File: src/hdl/pice_pkg.sv
// ----------------------------------------------------------------------------
// pice_pkg: shared definitions for the elliptic cylinder point test
// Widths, register indexes, the quarter-wave sine table and the records
// that travel between the front end, the queue and the back end.
// ----------------------------------------------------------------------------
package pice_pkg;

   localparam int TRIG_TABLE_BITS = 10;
   localparam int TRIG_QBITS      = TRIG_TABLE_BITS - 2;
   localparam int TRIG_QUARTER    = 1 << TRIG_QBITS;
   localparam int TRIG_KW         = TRIG_TABLE_BITS - 1;

   localparam int QUEUE_DEPTH = 4;
   localparam int QPTR_W      = $clog2(QUEUE_DEPTH);
   localparam int PIPE_STAGES = 8;

   localparam int CSR_INDEX_W = 3;
   localparam logic [CSR_INDEX_W-1:0] CSR_CENTER_X = 3'd0;
   localparam logic [CSR_INDEX_W-1:0] CSR_CENTER_Y = 3'd1;
   localparam logic [CSR_INDEX_W-1:0] CSR_CENTER_Z = 3'd2;
   localparam logic [CSR_INDEX_W-1:0] CSR_RADIUS_A = 3'd3;
   localparam logic [CSR_INDEX_W-1:0] CSR_RADIUS_B = 3'd4;
   localparam logic [CSR_INDEX_W-1:0] CSR_HEIGHT   = 3'd5;
   localparam logic [CSR_INDEX_W-1:0] CSR_YAW      = 3'd6;

   typedef logic [14:0] trig_tab_type [TRIG_QUARTER+1];

   // Magnitude of sine at quarter-turn phase k, polynomial in Q16, Q1.14 out.
   function automatic logic [14:0] trig_entry(int unsigned k);
      longint unsigned p, p2, t, u, s, v;
      p  = longint'(k) << (18 - TRIG_TABLE_BITS);
      p2 = (p * p) >> 16;
      t  = 64'd42047 - ((p2 * 64'd4640) >> 16);
      u  = 64'd102944 - ((p2 * t) >> 16);
      s  = (p * u) >> 16;
      v  = (s + 64'd2) >> 2;
      if (v > 64'd16384) begin
         v = 64'd16384;
      end
      return v[14:0];
   endfunction

   function automatic trig_tab_type build_trig_tab();
      trig_tab_type tab;
      for (int k = 0; k <= TRIG_QUARTER; k++) begin
         tab[k] = trig_entry(k);
      end
      return tab;
   endfunction

   localparam trig_tab_type TRIG_TAB = build_trig_tab();

   // Signed Q1.14 sine of a table index, full turn folded onto a quarter.
   function automatic logic signed [15:0] trig_q14(logic [TRIG_TABLE_BITS-1:0] idx);
      logic [1:0]            quad;
      logic [TRIG_KW-1:0]    r;
      logic [TRIG_KW-1:0]    k;
      logic signed [15:0]    mag;
      quad = idx[TRIG_TABLE_BITS-1 -: 2];
      r    = {1'b0, idx[TRIG_QBITS-1:0]};
      k    = quad[0] ? (TRIG_KW'(TRIG_QUARTER) - r) : r;
      mag  = $signed({1'b0, TRIG_TAB[k]});
      return quad[1] ? -mag : mag;
   endfunction

   // Classified point, as queued between front and back.
   typedef struct packed {
      logic signed [32:0] dx;
      logic signed [32:0] dz;
      logic               y_ok;
   } pice_item_type;

   // Placement seen by the front end.
   typedef struct packed {
      logic signed [31:0] center_x;
      logic signed [31:0] center_z;
      logic signed [31:0] base_y;
      logic signed [32:0] top_y;
      logic               unbounded;
   } pice_place_type;

   // Shape seen by the back end.
   typedef struct packed {
      logic signed [15:0] sin_q14;
      logic signed [15:0] cos_q14;
      logic [23:0]        big_a;
      logic [23:0]        big_b;
      logic [31:0]        a_sq;
      logic [31:0]        b_sq;
   } pice_shape_type;

endpackage

File: src/hdl/pice_front.sv
// ----------------------------------------------------------------------------
// pice_front: point intake and classification
// Takes a point, forms its offset from the centre and settles the vertical
// bounds test before the item is queued.
// ----------------------------------------------------------------------------
module pice_front import pice_pkg::*; (
   input  logic               req_valid,
   output logic               req_ready,
   input  logic signed [31:0] point_x,
   input  logic signed [31:0] point_y,
   input  logic signed [31:0] point_z,
   input  pice_place_type     place,
   input  logic               q_full,
   output logic               q_push,
   output pice_item_type      q_item
);

   logic above_base, below_top;

   assign req_ready = !q_full;
   assign q_push    = req_valid && !q_full;

   assign above_base = point_y > place.base_y;
   assign below_top  = place.top_y > 33'(point_y);

   assign q_item.dx   = 33'(point_x) - 33'(place.center_x);
   assign q_item.dz   = 33'(point_z) - 33'(place.center_z);
   assign q_item.y_ok = above_base && (place.unbounded || below_top);

endmodule

File: config.mk
export PLATFORM = sky130hd
export DESIGN_NAME = pice_front
export DESIGN_NICKNAME = d
export VERILOG_FILES = /design/src/hdl/pice_pkg.sv /design/src/hdl/pice_front.sv
export SDC_FILE = /design/constraint.sdc
export NUM_CORES = 1
export LEC_CHECK = 0
export BUFFER_PORTS_ARGS = -buffer_cell sky130_fd_sc_hd__buf_4
export CAP_MARGIN = 20
export CORE_ASPECT_RATIO = 0.8
export CORE_MARGIN = 3
export CORE_UTILIZATION = 40
export DETAILED_ROUTE_END_ITERATION = 6
export MAX_ROUTING_LAYER = met4
export PLACE_DENSITY = 0.73
export SYNTH_ARGS = -nofsm -noshare
export SYNTH_HDL_FRONTEND = slang
export SYNTH_SLANG_ARGS = --single-unit
export TNS_END_PERCENT = 50
File: constraint.sdc
create_clock -name vclk -period 3.2
set_input_delay 0.32 -clock vclk [all_inputs]
set_output_delay 0.32 -clock vclk [all_outputs]
set_load 0.02 [all_outputs]
==> Word level (Yosys, flattened, before mapping) <==
Cells that the tools add are included.
{ "totals": {"reg_bits": 0, "elab_cells": 8, "output_inout_bits": 69} }
{ "op_classes": {"add_sub_neg": 2, "reduce_logical": 4, "order_cmp": 2} }
{ "op_table": {"columns": ["operator", "n"], "rows": [
  ["subtractor 32 x 32 -> 33 bit", 2],
  ["greater-than comparator 33 x 32 -> 1 bit", 1],
  ["greater-than comparator 32 bit", 1],
  ["logical AND 1 bit", 2],
  ["logical NOT 1 bit", 1],
  ["logical OR 1 bit", 1]
]} }

==> Logic depth before layout (Yosys ltp) <==
Gate-level depths: netlist (run 1).
{ "logic_depth": {"word_depth": 3, "ltp_mapped": 11, "mapped_depth_nobuf": 11} }

==> Worst setup path after synthesis (run 1) <==
No wires, ideal clock.
{ "synth_path": {"path_kind": "input to output", "startpoint": "input point_x[0]", "endpoint": "output q_item[66] in the netlist's numbering", "path_buffers": 0, "cell_stages": 11, "setup_slack_ns": 0.126, "arrival_time_ns": 2.754, "cell_sequence": "inv_1 ha_1 fa_1 nor2b_4 o31a_4 a2111oi_4 a211oi_2 a31o_4 a31o_4 a211o_1 a21oi_1"} }
{ "synth_lines": {"columns": ["element", "line_no", "source"], "rows": [
  ["start: declaration", "pice_front.sv:9", "input logic signed [31:0] point_x,"],
  ["end: declaration", "pice_front.sv:15", "output pice_item_type q_item"]
]} }

==> results of run 1 <==
## per-stage QoR
| stage | setup slack, ns | area, um2 |
|---|---|---|
| floorplan | 0.126 | 5350 |
| global placement | 0.0369 | 7950 |
| detailed placement | -0.0516 | 7950 |
| CTS | 0.00805 | 7960 |
| global route | -0.0219 | 8070 |
| finish | 0.0864 | 8070 |
## layout make-up
class,count,area (um2),area share
Inverter,152,571,0.0707
Multi-Input combinational cell,610,4830,0.599
Timing Repair Buffer,325,2440,0.303
Tap cell,175,219,0.0271
## worst paths after layout
kind	depth (start not counted)	slack (ns)	endpoint
worst min-delay path	3	0.89	req_ready
worst max-delay path	13	0.09	q_item[22]
## cells by family after synthesis
logic type | after synthesis
buffers and inverters | 162
multiplexers | 2
XOR/XNOR | 48
AO/OA/AOI/OAI | 254
AND/OR/NAND/NOR | 175
adder cells (fa/ha/maj) | 131
## layer usage
metal | up-vias | part of all wire | track usage
li1 | 3358 | - | -
met1 | 2930 | 0.42 | 0.273
met2 | 192 | 0.49 | 0.405
met3 | 8 | 0.081 | 0.0407
met4 | 0 | 0.0039 | 0.00791
met5 | - | 0 | -
## repair_timing
| item | 4_1_cts | 5_1_grt |
|---|---|---|
| hold buffers | 0 | 0 |
| pin swaps | 0 | 3 |
| endpoints found under the setup margin | 2 | 15 |
| buffers inserted | 0 | 2 |
| gates resized for setup | 1 | 22 |
## where the power goes
part | total, W | leakage [nW] | internal (W) | switching (W)
Clock | 0 | 0 | 0 | 0
Sequential | 0 | 0 | 0 | 0
Combinational | 0.00177 | 4.69 | 0.000867 | 0.000907
## Yosys cell counts, types with 3 or more instances
cell type,n
a211o_1,4
a211oi_1,10
a21boi_0,4
a21o_1,50
a21oi_1,69
a221oi_1,4
a41oi_1,3
and2_1,4
and3_1,7
clkbuf_1,6
ha_1,129
inv_1,152
nand2_1,31
nand2b_1,14
nand3_1,9
nand4_1,19
nor2_1,42
nor2b_1,13
nor3_1,15
o2111ai_1,3
o211ai_1,5
o21a_1,16
o21ai_0,45
o21bai_1,7
o31a_1,4
o31ai_1,3
o41ai_1,3
or2_2,4
or3_1,4
xnor2_1,33
xor2_1,15
==> impl_results.md, run 1 <==
* Ranking of synthesized cells by area: ha_1, inv_1, a21o_1
* # IOs at between 200 and 300
* Post-detail-place hpwl at 16000 um
* Cell family with most CP delay: compound AO/OA/AOI/OAI gates
* Kind of critical path: input pin to output port
* Initial core utilization at 0.413
* CP max stage delay at about 0.36 ns
* Pleak at roughly 4.7 nW
* Synth Area per Inst at 6.94 um2
* Die Area at about 15000 um2
* Seq cells at 0
* Simple-gate share of the synthesized area at 0.170
* Cells after Synth at just under 800
* Fillcell total at around 1300
* Initial DRC count at 213
* Initial antenna violation count at 0
* Max-cap violations at 0
* Minimum clock period at between 3 and 4 ns
* Endpoint class of the critical path: output port
* Vias in the first global route at about 6000
* Sequential Area at 0 um2
* Row cnt at 37
* CP Launch Type: input pin
* Core area at about 13000 um2
* Max-slew violation count at 0
* Synthesis warning total at 0
* Number of remaining DRC errors at 0
* Slew HR at 0.645
* Adder-cell share of the synthesized area at 0.309
* Hold Path Class: input pin to output port
* WHS at roughly 0.9 ns
* # clk buffers at 0
* Synth Area in XOR/XNOR at 0.0785
* CP cell instances: buf_4 > inv_1 > ha_1 > nor2b_1 > o31a_1 > o311ai_2 > a211oi_2 > buf_4 > or3b_1 > a31o_2 > a21oi_2 > xnor2_1 > buf_4
* Area Growth Syn to Fin at 50.7%
* Final period util at 0.973
* Worst Tran Pin Value at between 0.5 and 0.6 ns
* Fmax at 321 MHz
* Overall routing resource usage at 0.223
* Final hold viol count at 0
* Worst hold start: q_full
* Worst EP required at roughly 2.9 ns
* Fin nets at 1448
* Commonest non-fill, non-tap cell in the layout: buf_4
* Compound-gate portion of the synthesized area at 0.323
* Crit-path max FO at 3
* Vias per cell at 5.14
* Die height at about 110 um
* Post-synth cell types at 65
* Crit path buffers/inverters at 4
* Global-route wire length before repair at roughly 27000 um
* Multiplexer share of the synthesized area at 0.00374
* Remaining global-route overflow at 0
* Vias at 6488
* Register area share after synthesis at 0
* Final ANT Viol Nets at 0
* Wire per inst at 14.0 um
* Pwr dens at between 200 and 250 nW/um2
* Total power at between 0.0015 and 0.002 W
* DP Cell Count at 1260
* CP arrival at 2.79 ns
* Share of post-route cells with drive strength above 1 at 0.331
* N_diodes at 0
* RSZ-0062 raised after global routing: true
* Synthesized cell area at ~5400 um2
* Die W at 135 um
* Fin Setup TNS at 0 ns
* Port bufs at 297
* Placer Congestion at around 0.9
* Max VDD drop at roughly 150 uV
* Largest family of logic cells by synthesized area: compound AO/OA/AOI/OAI gates
* Crit-path slowest cell: or3b_1
* Syn nets at roughly 1100
* Largest net degree at the start of global routing at 10
* CP startpoint: place[67]
* Drt pass-1 iters at 5
* CP most frequent cell: buf_4
* Final Instance Count excl. Fillers at ~1300
* Final setup viols at 0
* Yosys top cell area share at 0.301
* Most frequent cells in the layout: buf_4, inv_1, ha_1, a21oi_1, a21o_1
* Fin util at 0.622
* Detailed Route WL at ~18000 um
* Synth area leader: ha_1
* Status: completed
No activity file was read; power rests on OpenSTA's default activity.
==> run 2: changes to the inputs <==
- ABC_AREA: not set -> 0
- PLACE_DENSITY: 0.73 -> not set
- PLACE_DENSITY_LB_ADDON: not set -> 0.3
- SETUP_SLACK_MARGIN: not set -> 0.15
==> run 2 against run 1 <==
First-iteration DRC count is 24% higher. Global-route usage down 0.72 points. Core utilization increased by 1.3 points. Power up 1.8%. Die area unchanged. Combinational power increased by 2%. Final cell count about the same. Largest cell class unchanged.
==> impl_results.md, run 2 (synthesis gave the netlist of run 1 again) <==
* Final hold viol count at 0
* Minimum clock period at between 3 and 4 ns
* Area Growth Syn to Fin at 53.7%
* Vias in the first global route at ~5700
* Placer Congestion at approximately 0.89
* Initial antenna violation count at 0
* Worst EP required at ~2.9 ns
* CTS hold repair buffers at 0
* Commonest non-fill, non-tap cell in the layout: buf_4
* Dpl ws at -0.0260 ns
* CP max stage delay at between 0.3 and 0.4 ns
* Fillcell total at 1227
* Detailed Route WL at around 18000 um
* Endpoint class of the critical path: output port
* # clk buffers at 0
* Final Instance Count excl. Fillers at around 1300
* Post-detail-place hpwl at about 15000 um
* Final period util at 0.965
* Kind of critical path: input pin to output port
* Die W at roughly 140 um
* Initial core utilization at 0.413
* Placed inst area at slightly below 8000 um2
* DP Cell Count at ~1300
* Initial DRC count at 265
* Sequential Area at 0 um2
* Pwr dens at around 220 nW/um2
* Remaining global-route overflow at 0
* Vias at 6405
* Fin nets at roughly 1400
* Share of post-route cells with drive strength above 1 at 0.353
* Final setup margin at between 0.1 and 0.15 ns
* Wire per inst at about 14 um
* Max-slew violation count at 0
* Final setup viols at 0
* Hold EP: req_ready
* Final ANT Viol Nets at 0
* Die Area at between 10000 and 15000 um2
* CP Launch Type: input pin
* Seq cells at 0
* RSZ-0062 raised after global routing: true
* Global-route wire length before repair at ~26000 um
* Worst Tran Pin Value at just under 0.6 ns
* Crit-path max FO at 2
* Most frequent cells in the layout: buf_4, inv_1, ha_1, a21oi_1, a21o_1
* Core area at 13000 um2
* Cell family with most CP delay: compound AO/OA/AOI/OAI gates
* Crit path buffers/inverters at 3
* Largest net degree at the start of global routing at 10
* CP arrival at 2.77 ns
* Number of remaining DRC errors at 0
* Crit-path slowest cell: a2111oi_4
* Row cnt at 37
* Slew HR at 0.603
* Overall routing resource usage at 0.215
* CP cell instances: buf_6 > inv_4 > ha_4 > fa_2 > nor2b_4 > o31a_4 > a2111oi_4 > a211oi_2 > a31o_4 > a31o_4 > a211o_1 > xor2_1 > buf_4
* Max-cap violations at 0
* Pleak at 4.68 nW
* Worst hold start: q_full
* Vias per cell at approximately 5.1
* Fin area at 8230 um2
* # IOs at slightly below 300
* N_diodes at 0
* CP most frequent cell: a31o_4
* Total power at 0.00181 W
* Fmax at 324 MHz
* Hold Path Class: input pin to output port
* Status: completed
* Drt pass-1 iters at 7
* Hold Path Stages at 3
* Port bufs at slightly below 300
* Die height at between 100 and 150 um
* Max VDD drop at roughly 150 uV
==> run 2: cell count changes in the layout (fill, tap and decap cells not counted), sizes merged <==
cell  previous run  this run
buf            325       324
==> run 2: layout make-up <==
type	instances	area (um2)	area share
inverter	152	573	0.0696
multi-input combinational	610	5000	0.607
timing repair buffer	324	2440	0.296
tap	175	219	0.0266
==> run 2: power by group <==
part           internal, W  switching (W)
registers                0              0
logic             0.000885       0.000921
clock network            0              0
total             0.000885       0.000921
==> run 2: routing by layer <==
metal	track usage	up-vias	part of all wire
met4	0.0295	0	0.016
met5	-	-	0
met2	0.383	196	0.47
met3	0.0288	18	0.066
li1	-	3369	-
met1	0.268	2822	0.44
==> run 2: how the worst max path moves through the flow <==
stage / from / endpoint / slack [ns] / depth (start not counted)
final: point_x[0] / q_item[62] / 0.11 / 13
after detailed placement: point_z[0] / q_item[27] / -0.03 / 13
after global placement: point_x[0] / q_item[62] / 0.01 / 13
after floorplan: point_x[0] / q_item[66] / 0.13 / 11
after global routing: point_x[0] / q_item[62] / 0.03 / 13
after CTS: point_x[0] / q_item[62] / 0.005 / 13
==> run 2: stage by stage <==
stage / setup TNS (ns) / hold slack, ns / utilization
2_1_floorplan: 0 / 0.717 / -
3_3_place_gp: 0 / 0.893 / 0.611
3_5_place_dp: -0.0398 / 0.894 / 0.611
4_1_cts: 0 / 0.894 / 0.622
5_1_grt: 0 / 0.909 / 0.635
6_report: 0 / 0.893 / 0.635
==> run 2: repair_timing <==
item                       4_1_cts  5_1_grt
setup endpoints to repair       18       19
pin swaps                       18       23
resized for setup               22       33
buffers inserted                 4        1
==> run 2: worst min-delay path: stages <==
cell,delay [ns]
buf_4,0.08
inv_1,0.03
buf_4,0.14
