**src/hdl/pice_pkg.sv**
```systemverilog
// ----------------------------------------------------------------------------
// pice_pkg: shared definitions for the elliptic cylinder point test
// Widths, register indexes, the quarter-wave sine table and the records
// that travel between the front end, the queue and the back end.
// ----------------------------------------------------------------------------
package pice_pkg;

   localparam int TRIG_TABLE_BITS = 10;
   localparam int TRIG_QBITS      = TRIG_TABLE_BITS - 2;
   localparam int TRIG_QUARTER    = 1 << TRIG_QBITS;
   localparam int TRIG_KW         = TRIG_TABLE_BITS - 1;

   localparam int QUEUE_DEPTH = 4;
   localparam int QPTR_W      = $clog2(QUEUE_DEPTH);
   localparam int PIPE_STAGES = 8;

   localparam int CSR_INDEX_W = 3;
   localparam logic [CSR_INDEX_W-1:0] CSR_CENTER_X = 3'd0;
   localparam logic [CSR_INDEX_W-1:0] CSR_CENTER_Y = 3'd1;
   localparam logic [CSR_INDEX_W-1:0] CSR_CENTER_Z = 3'd2;
   localparam logic [CSR_INDEX_W-1:0] CSR_RADIUS_A = 3'd3;
   localparam logic [CSR_INDEX_W-1:0] CSR_RADIUS_B = 3'd4;
   localparam logic [CSR_INDEX_W-1:0] CSR_HEIGHT   = 3'd5;
   localparam logic [CSR_INDEX_W-1:0] CSR_YAW      = 3'd6;

   typedef logic [14:0] trig_tab_type [TRIG_QUARTER+1];

   // Magnitude of sine at quarter-turn phase k, polynomial in Q16, Q1.14 out.
   function automatic logic [14:0] trig_entry(int unsigned k);
      longint unsigned p, p2, t, u, s, v;
      p  = longint'(k) << (18 - TRIG_TABLE_BITS);
      p2 = (p * p) >> 16;
      t  = 64'd42047 - ((p2 * 64'd4640) >> 16);
      u  = 64'd102944 - ((p2 * t) >> 16);
      s  = (p * u) >> 16;
      v  = (s + 64'd2) >> 2;
      if (v > 64'd16384) begin
         v = 64'd16384;
      end
      return v[14:0];
   endfunction

   function automatic trig_tab_type build_trig_tab();
      trig_tab_type tab;
      for (int k = 0; k <= TRIG_QUARTER; k++) begin
         tab[k] = trig_entry(k);
      end
      return tab;
   endfunction

   localparam trig_tab_type TRIG_TAB = build_trig_tab();

   // Signed Q1.14 sine of a table index, full turn folded onto a quarter.
   function automatic logic signed [15:0] trig_q14(logic [TRIG_TABLE_BITS-1:0] idx);
      logic [1:0]            quad;
      logic [TRIG_KW-1:0]    r;
      logic [TRIG_KW-1:0]    k;
      logic signed [15:0]    mag;
      quad = idx[TRIG_TABLE_BITS-1 -: 2];
      r    = {1'b0, idx[TRIG_QBITS-1:0]};
      k    = quad[0] ? (TRIG_KW'(TRIG_QUARTER) - r) : r;
      mag  = $signed({1'b0, TRIG_TAB[k]});
      return quad[1] ? -mag : mag;
   endfunction

   // Classified point, as queued between front and back.
   typedef struct packed {
      logic signed [32:0] dx;
      logic signed [32:0] dz;
      logic               y_ok;
   } pice_item_type;

   // Placement seen by the front end.
   typedef struct packed {
      logic signed [31:0] center_x;
      logic signed [31:0] center_z;
      logic signed [31:0] base_y;
      logic signed [32:0] top_y;
      logic               unbounded;
   } pice_place_type;

   // Shape seen by the back end.
   typedef struct packed {
      logic signed [15:0] sin_q14;
      logic signed [15:0] cos_q14;
      logic [23:0]        big_a;
      logic [23:0]        big_b;
      logic [31:0]        a_sq;
      logic [31:0]        b_sq;
   } pice_shape_type;

endpackage

```
**src/hdl/pice_queue.sv**
```systemverilog
// ----------------------------------------------------------------------------
// pice_queue: small queue between front and back
// Lets intake continue while the back end is stalled by the receiver.
// ----------------------------------------------------------------------------
module pice_queue import pice_pkg::*; (
   input  logic          clock,
   input  logic          reset,
   input  logic          push,
   input  pice_item_type push_item,
   output logic          full,
   input  logic          pop,
   output pice_item_type pop_item,
   output logic          not_empty
);

   pice_item_type      slot_ff [QUEUE_DEPTH];
   logic [QPTR_W-1:0]  wr_ptr_ff, rd_ptr_ff;
   logic [QPTR_W:0]    count_ff, count_in;

   assign full      = (count_ff == (QPTR_W+1)'(QUEUE_DEPTH));
   assign not_empty = (count_ff != '0);
   assign pop_item  = slot_ff[rd_ptr_ff];

   always_comb begin
      count_in = count_ff;
      if (push && !(pop && not_empty)) begin
         count_in = count_ff + 1'b1;
      end else if (!push && pop && not_empty) begin
         count_in = count_ff - 1'b1;
      end
   end

   always_ff @(posedge clock) begin
      if (reset) begin
         wr_ptr_ff <= '0;
         rd_ptr_ff <= '0;
         count_ff  <= '0;
      end else begin
         count_ff <= count_in;
         if (push) begin
            wr_ptr_ff <= wr_ptr_ff + 1'b1;
         end
         if (pop && not_empty) begin
            rd_ptr_ff <= rd_ptr_ff + 1'b1;
         end
      end
   end

   always_ff @(posedge clock) begin
      if (push) begin
         slot_ff[wr_ptr_ff] <= push_item;
      end
   end

endmodule

```
**config.mk**
```make
export PLATFORM = sky130hd
export DESIGN_NAME = pice_queue
export DESIGN_NICKNAME = d
export VERILOG_FILES = /design/src/hdl/pice_pkg.sv /design/src/hdl/pice_queue.sv
export SDC_FILE = /design/constraint.sdc
export NUM_CORES = 1
export LEC_CHECK = 0
export ABC_AREA = 1
export BUFFER_PORTS_ARGS = -buffer_cell sky130_fd_sc_hd__buf_2
export CORE_ASPECT_RATIO = 1.2
export CORE_MARGIN = 3
export CORE_UTILIZATION = 52
export CTS_BUF_LIST = sky130_fd_sc_hd__clkbuf_16
export CTS_CLUSTER_SIZE = 16
export DETAILED_ROUTE_END_ITERATION = 7
export GPL_TIMING_DRIVEN = 0
export PLACE_DENSITY = 0.83
export SKIP_LAST_GASP = 1
export SYNTH_ARGS = -nofsm -noshare
export SYNTH_HDL_FRONTEND = slang
export SYNTH_SLANG_ARGS = --single-unit
export TNS_END_PERCENT = 10
```
**constraint.sdc**
```tcl
create_clock -name clock -period 4.7 [get_ports clock]
set_input_delay 0.47 -clock clock [delete_from_list [all_inputs] [get_ports clock]]
set_output_delay 0.47 -clock clock [all_outputs]
set_load 0.02 [all_outputs]
```
# [After elaboration in Yosys (flattened, before gate mapping)]
# Memory sizes are Yosys's and may differ from the RTL's. A register that Yosys moved wholly into a read port is not among the register bits.
# Cells that the tools add are included.
[word_totals] wordCells=23 input_bits=71 ff_bits=7 n_memories=1 ram_bits=268
[classes] addsub=4 muxes=6 n_reduce_logical=8 eq_ne=1
[memory_table] memory="slot_ff" depth=4 word_bits=67 read_ports=1 rd_ports_with_merged_regs=1 write_ports=1 line="pice_queue.sv:16" text="pice_item_type slot_ff [QUEUE_DEPTH];"
[op_table] cell="$mux W3" n=2
[op_table] cell="$add A2 B1 Y2 const B" n=2
[op_table] cell="$logic_and A1 B1 Y1" n=4
[op_table] cell="$mux W2" n=2
[op_table] cell="$add A3 B1 Y3 const B" n=1
[op_table] cell="$eq A3 B3 Y1 const B" n=1
[op_table] cell="$reduce_bool A3 Y1" n=1
[op_table] cell="$sub A3 B1 Y3 const B" n=1
[op_table] cell="$logic_not A1 Y1" n=2
[op_table] cell="$mux W1" n=2
[op_table] cell="$reduce_bool A2 Y1" n=1

# [Depth between registers and ports, before layout]
# Gate-level depths: netlist of run 1.
[depth] ltp_word=5 mapped_depth=9

# [Worst setup path before layout of run 1]
# OpenSTA, ideal clock, no wires.
[synth_path] path_kind="input to register" start="input port push" end="memory slot_ff[0][0] (netlist name), enable pin" t_required_ps=4279 path_buffers=1 slack_ps=2294 arrival_ps=1985 path_stages=3 path_cell_list="buf_2 nand2_1 inv_1"
[synth_between] elab_chain_len=2
[synth_rtl] item="from (decl)" line="pice_queue.sv:8" text="input logic push,"
[synth_rtl] item="$mux W1" line="pice_queue.sv:50" text="if (push) begin"
[synth_rtl] item="$mux W1 (not written as such)" line="pice_queue.sv:51" text="slot_ff[wr_ptr_ff] <= push_item;"
[synth_rtl] item="to (decl)" line="pice_queue.sv:16"
# No other way between the ends.

==> run metrics, run 1 <==
Slew HR 0.668; Rows 56; fin. max-slew vios 0; n_diodes 0; grt ovf 0; Setup WS pre-CTS 2680 ps; vias in the first global route 6389; final hold violations 0; global-route wire length before repair 33.7 mm; routed wire length per instance 19.2 um; CP max stage cell clkbuf_1; Synthesized Nets 790; Setup-failing EPs final 0; fin crit share 0.536; Buffers on Ports 138; CTS resizes 0; warnings from Yosys 0; Sequential Area 8230 um^2; metal1 wirelength 8.82 mm; Synth top cells by count 268 x edfxtp_1, 141 x nor2_1, 133 x o21ai_0; CTS Buf Count 25; fraction of layout cells with a size suffix above 1 0.237; Final Cell Area 12300 um^2; post-DP HPWL 13.3 mm; Top-Level Pins 140; total number of vias 6470; status complete, no violations; Clock Sink Count 277; Filler Cell Count 1433; Residual DRC 0; Die Wd 135 um; worst slew pin tran 498 ps; family with the most delay on the worst path buffers and inverters; Antenna Nets Post-Route 0; RD Place Congestion 0.729; Setup Skew 8.59 ps; most common cell in the netlist edfxtp_1; Buf+Inv Stages, Crit Path 4; CP endpoint kind primary output; CP max stage delay 370 ps; Initial Util 0.531; Max VDD drop 319 uV; initial antenna violation count 3; TritonCTS clock tree done; Most used DFF post-synth edfxtp_1; CTS H-tree depth 1; Die Area 21800 um^2; dominant cell type by area after synthesis edfxtp_1; Async S/R FF share, synth 0; met3 WL 1.55 mm; slack of the critical path 2180 ps; Gate Count Post-Synth 714; Max-cap violations 0; area of the multi-input gates 1830 um^2; CP Data Required Time 4230 ps; Yosys cell types 24; Max clock buf depth 3; minimum clock period 2520 ps; f_max 397 MHz; drt pass-1 iters 5; crit path launch type flip-flop; All-Layer GR Usage 0.199; post-synthesis sequential area ratio 0.789; Clock Latency Late Sink 510 ps; Setup Fix Bufs, Post-CTS 0; routed wl met2 11.4 mm; maximum fanout along the worst path 10; top layer used by detailed routing met5; final core occ 0.626; largest net degree at the start of global routing 43; RSZ-0062 raised after global routing no; core region area 19600 um^2; synth-to-layout area growth 17.9%; Seq cells post-synth 277; Leakage Power 0.00439 uW; DP Area 11500 um^2; drt initial violations 638; critical path, cell by cell buf_6 -> inv_8 -> clkbuf_1 -> o21ai_0 -> o22ai_1 -> buf_2; area share of the largest cell type after synthesis 0.772; setup tns final 0 ps; layout net count 959; top cells by area, synth edfxtp_1 77%, o21ai_0 6.4%, nor2_1 5.1%, o22ai_1 4.0%, dfxtp_1 1.7%; Synth Area per Inst 14.6 um^2; drt total wl 22.3 mm; Post-synth EDFFs 268; class of the worst hold path primary input to flip-flop; WP data arrival 2050 ps; die height 161 um; CTS Root Cell clkbuf_16; hold_buf cts 0; Setup CP Type flip-flop to primary output; synthesized cell area 10400 um^2; CTS clk-pin slew, worst paths 60 ps; Pwr Density 463 nW/um^2; vias per std cell 5.56
## sequential cells by signal (all words and copies together), names as in the netlist, named ones only
name	flops
rd_ptr_ff	2
wr_ptr_ff	2
count_ff	3
slot_ff	268
## placed cells by master, fill, tap and decap left out, drive strengths merged
master,n
a21oi,6
buf,165
bufinv,1
clkbuf,46
clkinv,15
dfxtp,9
edfxtp,268
fa,1
ha,4
inv,21
nand2,14
nand3,4
nand3b,2
nor2,141
nor3,1
o21ai,137
o22ai,67
## worst paths after layout
kind / from / end / slack (ps) / depth (start not counted)
max: flip-flop / pop_item[0] / 2180 / 6
max reg2reg: wr_ptr_ff[1]$_SDFFE_PP0P_ / slot_ff[1][24]$_DFFE_PP_ / 3010 / 5
min reg2reg: rd_ptr_ff[1]$_SDFFE_PP0P_ / flip-flop / 490 / 2
min: push_item[47] / slot_ff[0][47]$_DFFE_PP_ / 170 / 1
## kinds of logic (layout without fill, tap and decap cells)
| kind of cell | count (synthesis) | after routing | synth area share |
|---|---|---|---|
| simple gates | 162 | 162 | 0.0601 |
| buf+inv | 60 | 248 | 0.0348 |
| compound gates | 210 | 210 | 0.109 |
| fa+ha+maj | 5 | 5 | 0.00672 |
| flops | 277 | 277 | 0.789 |
## area by class of cell
class / instances / area share
Sequential cell: 277 / 0.670
Multi-Input combinational cell: 377 / 0.149
Timing Repair Buffer: 142 / 0.0640
Clock buffer: 25 / 0.0509
Tap cell: 261 / 0.0266
Buffer: 44 / 0.0240
Clock inverter: 21 / 0.00927
Inverter: 16 / 0.00631
## through the flow
step / instances / hold WS [ps] / total power (uW)
finish: 1163 / 165 / 5690
global route: 1163 / 147 / 5920
CTS: 1163 / 151 / 5710
detailed placement: 1117 / 472 / 3900
global placement: 1113 / 444 / 3870
floorplan: 714 / 433 / 3520
## metal layers
| metal | vias to the layer above | GRT usage |
|---|---|---|
| met2 | 239 | 0.342 |
| met3 | 42 | 0.0396 |
| met4 | 6 | 0.0591 |
| li1 | 3011 | - |
| met5 | - | 0 |
| met1 | 3172 | 0.259 |
## power breakdown
group / internal, uW / switching (uW) / leakage (uW)
clock network: 1020 / 826 / 0.000379
logic: 309 / 681 / 0.00148
registers: 2820 / 29.0 / 0.00254
total: 4150 / 1540 / 0.00439
Power figures use the tool's default switching activity.
==> inputs of run 2 (changes only) <==
--- a/config.mk
+++ b/config.mk
@@ -9,12 +9,12 @@
 export BUFFER_PORTS_ARGS = -buffer_cell sky130_fd_sc_hd__buf_2
 export CORE_ASPECT_RATIO = 1.2
 export CORE_MARGIN = 3
-export CORE_UTILIZATION = 52
+export CORE_UTILIZATION = 51
 export CTS_BUF_LIST = sky130_fd_sc_hd__clkbuf_16
 export CTS_CLUSTER_SIZE = 16
 export DETAILED_ROUTE_END_ITERATION = 7
 export GPL_TIMING_DRIVEN = 0
-export PLACE_DENSITY = 0.83
+export PLACE_DENSITY = 0.85
 export SKIP_LAST_GASP = 1
 export SYNTH_ARGS = -nofsm -noshare
 export SYNTH_HDL_FRONTEND = slang
==> constraint.sdc (replaced) <==
create_clock -name clock -period 2.3 [get_ports clock]
set_input_delay 0.23 -clock clock [delete_from_list [all_inputs] [get_ports clock]]
set_output_delay 0.23 -clock clock [all_outputs]
set_load 0.02 [all_outputs]
==> run 2 against run 1 <==
- clock power is 120% higher
- global-route usage up 0.84 points
- utilization increased by 3.1 points
- clock skew shrank 3.0 ps
- sequential cell count is the same
- critical path depth unchanged
- via count grew 6.0%
- setup slack got worse by 2200 ps
- sequential share of layout area shrank 3.8 points
- die area rose by 1.9%
- largest power group unchanged
- design area is 6.1% higher
- critical endpoint is now pop_item[47]
- wire length rose by 6.7%
==> run metrics, run 2 (synthesis results as in run 1) <==
Setup Skew 5.56 ps; Max VDD drop 765 uV; n_diodes 0; Setup-failing EPs final 0; Residual DRC 0; Cells after DPL 1117; vias in the first global route 6870; class of the worst hold path primary input to flip-flop; global-route wire length before repair 35.5 mm; CP Data Required Time 2070 ps; commonest non-fill, non-tap cells in the layout 268 x edfxtp_1, 143 x buf_2, 141 x nor2_1, 133 x o21ai_0; All-Layer GR Usage 0.208; Leakage Power 0.00472 uW; minimum clock period 2280 ps; CP endpoint kind primary output; Slew HR 0.379; fin. max-slew vios 0; drt initial violations 529; fin crit share 0.991; Pwr Density 922 nW/um^2; Pwr Total 12000 uW; worst slew pin tran 926 ps; CTS clk-pin slew, worst paths 60 ps; status complete, no violations; core region area 19800 um^2; Top-Level Pins 140; Antenna Nets Post-Route 0; vias per std cell 5.58; Die Area 22200 um^2; Setup Fix Bufs, Post-CTS 0; Buf+Inv Stages, Crit Path 4; most common cell after layout, fill and taps aside edfxtp_1; CTS Buf Count 26; Setup CP Type flip-flop to primary output; TritonCTS clock tree done; crit path launch type flip-flop; layout net count 1027; WP data arrival 2050 ps; family with the most delay on the worst path buffers and inverters; Largest regs slot_ff (268), count_ff (3); Die Wd 137 um; Buffers on Ports 138; initial antenna violation count 0; Largest register FFs 268; post-DP HPWL 13.6 mm; CP max stage cell clkbuf_1; Largest Register slot_ff; synth-to-layout area growth 25.0%; Initial Util 0.526; Rows 56; fraction of layout cells with a size suffix above 1 0.233; Max clock buf depth 3; drt pass-1 iters 5; die height 163 um; f_max 439 MHz; final hold slack 70.8 ps; routed wire length per instance 19.3 um; grt ovf 0; drt total wl 23.8 mm; Clock Latency Late Sink 510 ps; CTS H-tree depth 1; Final Non-Filler Cells 1230; total number of vias 6859; Max-cap violations 0; critical path, cell by cell buf_6 -> inv_8 -> clkbuf_1 -> o21ai_0 -> o22ai_1 -> buf_2; RSZ-0062 raised after global routing yes; Filler Cell Count 1347; largest net degree at the start of global routing 41; setup tns final 0 ps; RD Place Congestion 0.722; CP max stage delay 390 ps; Clock Sink Count 277; final hold violations 0; maximum fanout along the worst path 17; CTS Root Cell clkbuf_16
-- run 2: cell count changes in the layout (fill, tap and decap cells not counted), sizes merged --
cell / previous run / this run
clkinvlp: 0 / 2
clkinv: 15 / 12
dlygate4sd3: 0 / 67
buf: 165 / 164
bufinv: 1 / 2
inv: 21 / 20
clkbuf: 46 / 48
-- run 2: where the power goes --
part,switching (uW),leakage (uW),internal (uW)
clock,1700,0.000425,2330
combinational,1430,0.00176,710
sequential,63.2,0.00254,5770
total,3190,0.00472,8810
-- run 2: area by class of cell --
type,instances,area (um^2),share of cell area
inverters,16,78.8,0.00605
repair buffers,209,1450,0.111
multi-input cells,377,1830,0.141
clock buffers,27,676,0.0519
well taps,261,327,0.0251
clock inverters,19,134,0.0103
repair inverters,1,5.00,0.000384
flip-flops and latches,277,8230,0.631
plain buffers,43,299,0.0229
-- run 2: per-layer routing --
metal  GRT usage  part of all wire  vias to the layer above
li1            -                 -                     3147
met1       0.257              0.38                     3340
met2       0.366              0.52                      320
met3      0.0386             0.072                       52
met4      0.0724             0.026                        0
met5           0                 0                        -
-- run 2: worst paths after layout --
check	cells past startpoint	slack [ps]	to	start
hold / removal	4	70	count_ff[2]$_SDFFE_PP0P_	reset
setup / recovery	6	20	pop_item[47]	flip-flop
setup reg to reg	4	100	slot_ff[2][11]$_DFFE_PP_	wr_ptr_ff[0]$_SDFFE_PP0P_
hold reg to reg	2	470	rd_ptr_ff[1]$_SDFFE_PP0P_	rd_ptr_ff[1]$_SDFFE_PP0P_
-- run 2: what timing repair did --
item,in CTS,in global routing
gates cloned,0,1
hold buffers,67,0
gates resized for setup,0,10
setup endpoints to repair,1,67
endpoints found under the hold margin,268,0
-- run 2: through the flow --
stage	setup WS (ps)	util	cell area [um^2]
after floorplan	-21.4	-	10400
after global placement	-1020	0.577	11400
after detailed placement	119	0.582	11500
after CTS	6.55	0.656	13000
after global routing	-68.9	0.657	13000
final	21.4	0.657	13000
-- run 2: worst reg2reg max path: cells and delay by family, from the launching register on --
kind                       cells  cell delay [ps]
adders and majority gates      1              200
buffers and inverters          2              900
DFF                            1              380
and+or+nand+nor                1              170
==> inputs of run 3 (changes only) <==
--- a/config.mk
+++ b/config.mk
@@ -7,7 +7,7 @@
 export LEC_CHECK = 0
 export ABC_AREA = 1
 export BUFFER_PORTS_ARGS = -buffer_cell sky130_fd_sc_hd__buf_2
-export CORE_ASPECT_RATIO = 1.2
+export CORE_ASPECT_RATIO = 1.4
 export CORE_MARGIN = 3
 export CORE_UTILIZATION = 51
 export CTS_BUF_LIST = sky130_fd_sc_hd__clkbuf_16
==> run 3 against run 2 <==
- die area is essentially flat
- maximum frequency is essentially flat
- critical path type unchanged
- global-route usage grew 0.99 points
- critical path depth is the same
- clock skew grew 1.9 ps
- first-iteration DRC count grew 2.5%
- design area is essentially flat
- critical endpoint is now pop_item[45]
- hold slack lost 14 ps
- wire length grew 2.3%
- register-to-register slack is essentially flat
- sequential power is essentially flat
==> run metrics, run 3 (synthesis results as in run 1) <==
status complete, no violations; minimum clock period 2280 ps; RD Place Congestion 0.775; Worst Hold Depth 4; Rows 61; Largest register FFs 268; vias in the first global route 7065; setup tns final 0 ps; worst slew pin tran 986 ps; Setup Skew 7.47 ps; hold_sp reset; Antenna Nets Post-Route 0; CP Data Required Time 2070 ps; largest net degree at the start of global routing 41; All-Layer GR Usage 0.218; Leakage Power 0.00471 uW; CTS H-tree depth 1; class of the worst hold path primary input to flip-flop; CTS Buf Count 25; Setup-failing EPs final 0; total number of vias 6833; Die Area 22200 um^2; CP endpoint kind primary output; TritonCTS clock tree done; Worst R2R Path Depth 4; synth-to-layout area growth 25.0%; RR Startpoint wr_ptr_ff[0]$_SDFFE_PP0P_; routed wire length per instance 19.9 um; Initial Util 0.521; fraction of layout cells with a size suffix above 1 0.235; vias per std cell 5.59; Slew HR 0.339; WP data arrival 2050 ps; layout net count 1027; RSZ-0062 raised after global routing yes; DP Area 11500 um^2; global-route wire length before repair 37.9 mm; crit path launch type flip-flop; Max VDD drop 710 uV; commonest non-fill, non-tap cells in the layout 268 x edfxtp_1, 146 x buf_2, 141 x nor2_1, 133 x o21ai_0; Clock Sink Count 277; post-DP HPWL 14.0 mm; fin. max-slew vios 0; grt ovf 0; Setup Fix Bufs, Post-CTS 0; Top-Level Pins 140; Buffers on Ports 138; maximum fanout along the worst path 10; CTS Root Cell clkbuf_16; CTS clk-pin slew, worst paths 60 ps; initial antenna violation count 0; Largest Register slot_ff; Max clock buf depth 3; core region area 20000 um^2; Final Cell Area 13000 um^2; drt pass-1 iters 5; Pwr Density 926 nW/um^2; R2R Path End slot_ff[2][59]$_DFFE_PP_; Residual DRC 0; final hold violations 0; Clock Latency Late Sink 510 ps; drt initial violations 542; WHS Endpoint count_ff[0]$_SDFFE_PP0P_; f_max 439 MHz; drt total wl 24.3 mm; Largest regs slot_ff (268), count_ff (3); FF-to-FF setup slack 110 ps; most common cell after layout, fill and taps aside edfxtp_1; n_diodes 0; Die Wd 127 um; Setup CP Type flip-flop to primary output; Max-cap violations 0; fin crit share 0.991; die height 175 um
## run 3: cell types whose count changed in the layout (fill, tap and decap cells not counted), sizes merged
cell | previous run | this run
buf | 164 | 166
clkinvlp | 2 | 6
bufinv | 2 | 3
inv | 20 | 22
clkinv | 12 | 7
clkbuf | 48 | 45
## run 3: critical path: stages (launching register included)
cell and delay (ps):
dfxtp_1 310, buf_6 150, inv_8 100, clkbuf_1 380
o21ai_0 170, o22ai_1 210, buf_2 210
## run 3: per-stage QoR
| stage | setup slack (ps) | hold slack (ps) | instances | util | total power [uW] |
|---|---|---|---|---|---|
| 2_1_floorplan | -21.4 | 329 | 714 | - | 7190 |
| 3_3_place_gp | -1040 | 442 | 1104 | 0.572 | 7920 |
| 3_5_place_dp | -5.96 | 445 | 1108 | 0.576 | 7970 |
| 4_1_cts | 10.9 | 30.5 | 1222 | 0.651 | 12100 |
| 5_1_grt | -79.4 | 73.2 | 1222 | 0.651 | 12600 |
| 6_report | 21.4 | 56.4 | 1222 | 0.651 | 12100 |
## run 3: final cells by class
type / instances / area [um^2]
buffer: 44 / 302
clock buffer: 25 / 626
clock inverter: 21 / 191
fill: 1372 / 6970
inverter: 16 / 78.8
multi-input combinational: 377 / 1830
sequential: 277 / 8230
tap: 252 / 315
timing repair buffer: 209 / 1450
timing repair inverter: 1 / 5.00
## run 3: power breakdown
group | total (uW) | switching [uW] | leakage (uW) | internal [uW]
registers | 5830 | 62.8 | 0.00254 | 5770
logic | 2140 | 1440 | 0.00176 | 705
clock network | 4090 | 1760 | 0.000407 | 2330
## run 3: repair_timing
action,4_1_cts,5_1_grt
resized for setup,1,9
setup endpoints to repair,34,54
gates cloned,1,0
hold endpoints to repair,268,0
pin swaps,0,0
hold buffers,67,0
## run 3: how the worst max path moves through the flow
stage                              startpoint                        to  slack, ps  cells past startpoint
floorplan           wr_ptr_ff[0]$_SDFFE_PP0P_   slot_ff[0][0]$_DFFE_PP_        -20                      4
global placement    wr_ptr_ff[0]$_SDFFE_PP0P_  slot_ff[0][25]$_DFFE_PP_      -1040                      4
detailed placement  wr_ptr_ff[0]$_SDFFE_PP0P_  slot_ff[2][26]$_DFFE_PP_         -6                      5
CTS                                 flip-flop               pop_item[2]         10                      5
global route                        flip-flop              pop_item[32]        -80                      6
finish                              flip-flop              pop_item[45]         20                      6
## run 3: routing by layer
metal  GRT usage  vias up  wire [um]
met2       0.402      294      13300
met4      0.0572        0        398
li1            -     3150          -
met3      0.0336       30       1620
met5           0        -          0
met1       0.264     3359       9050
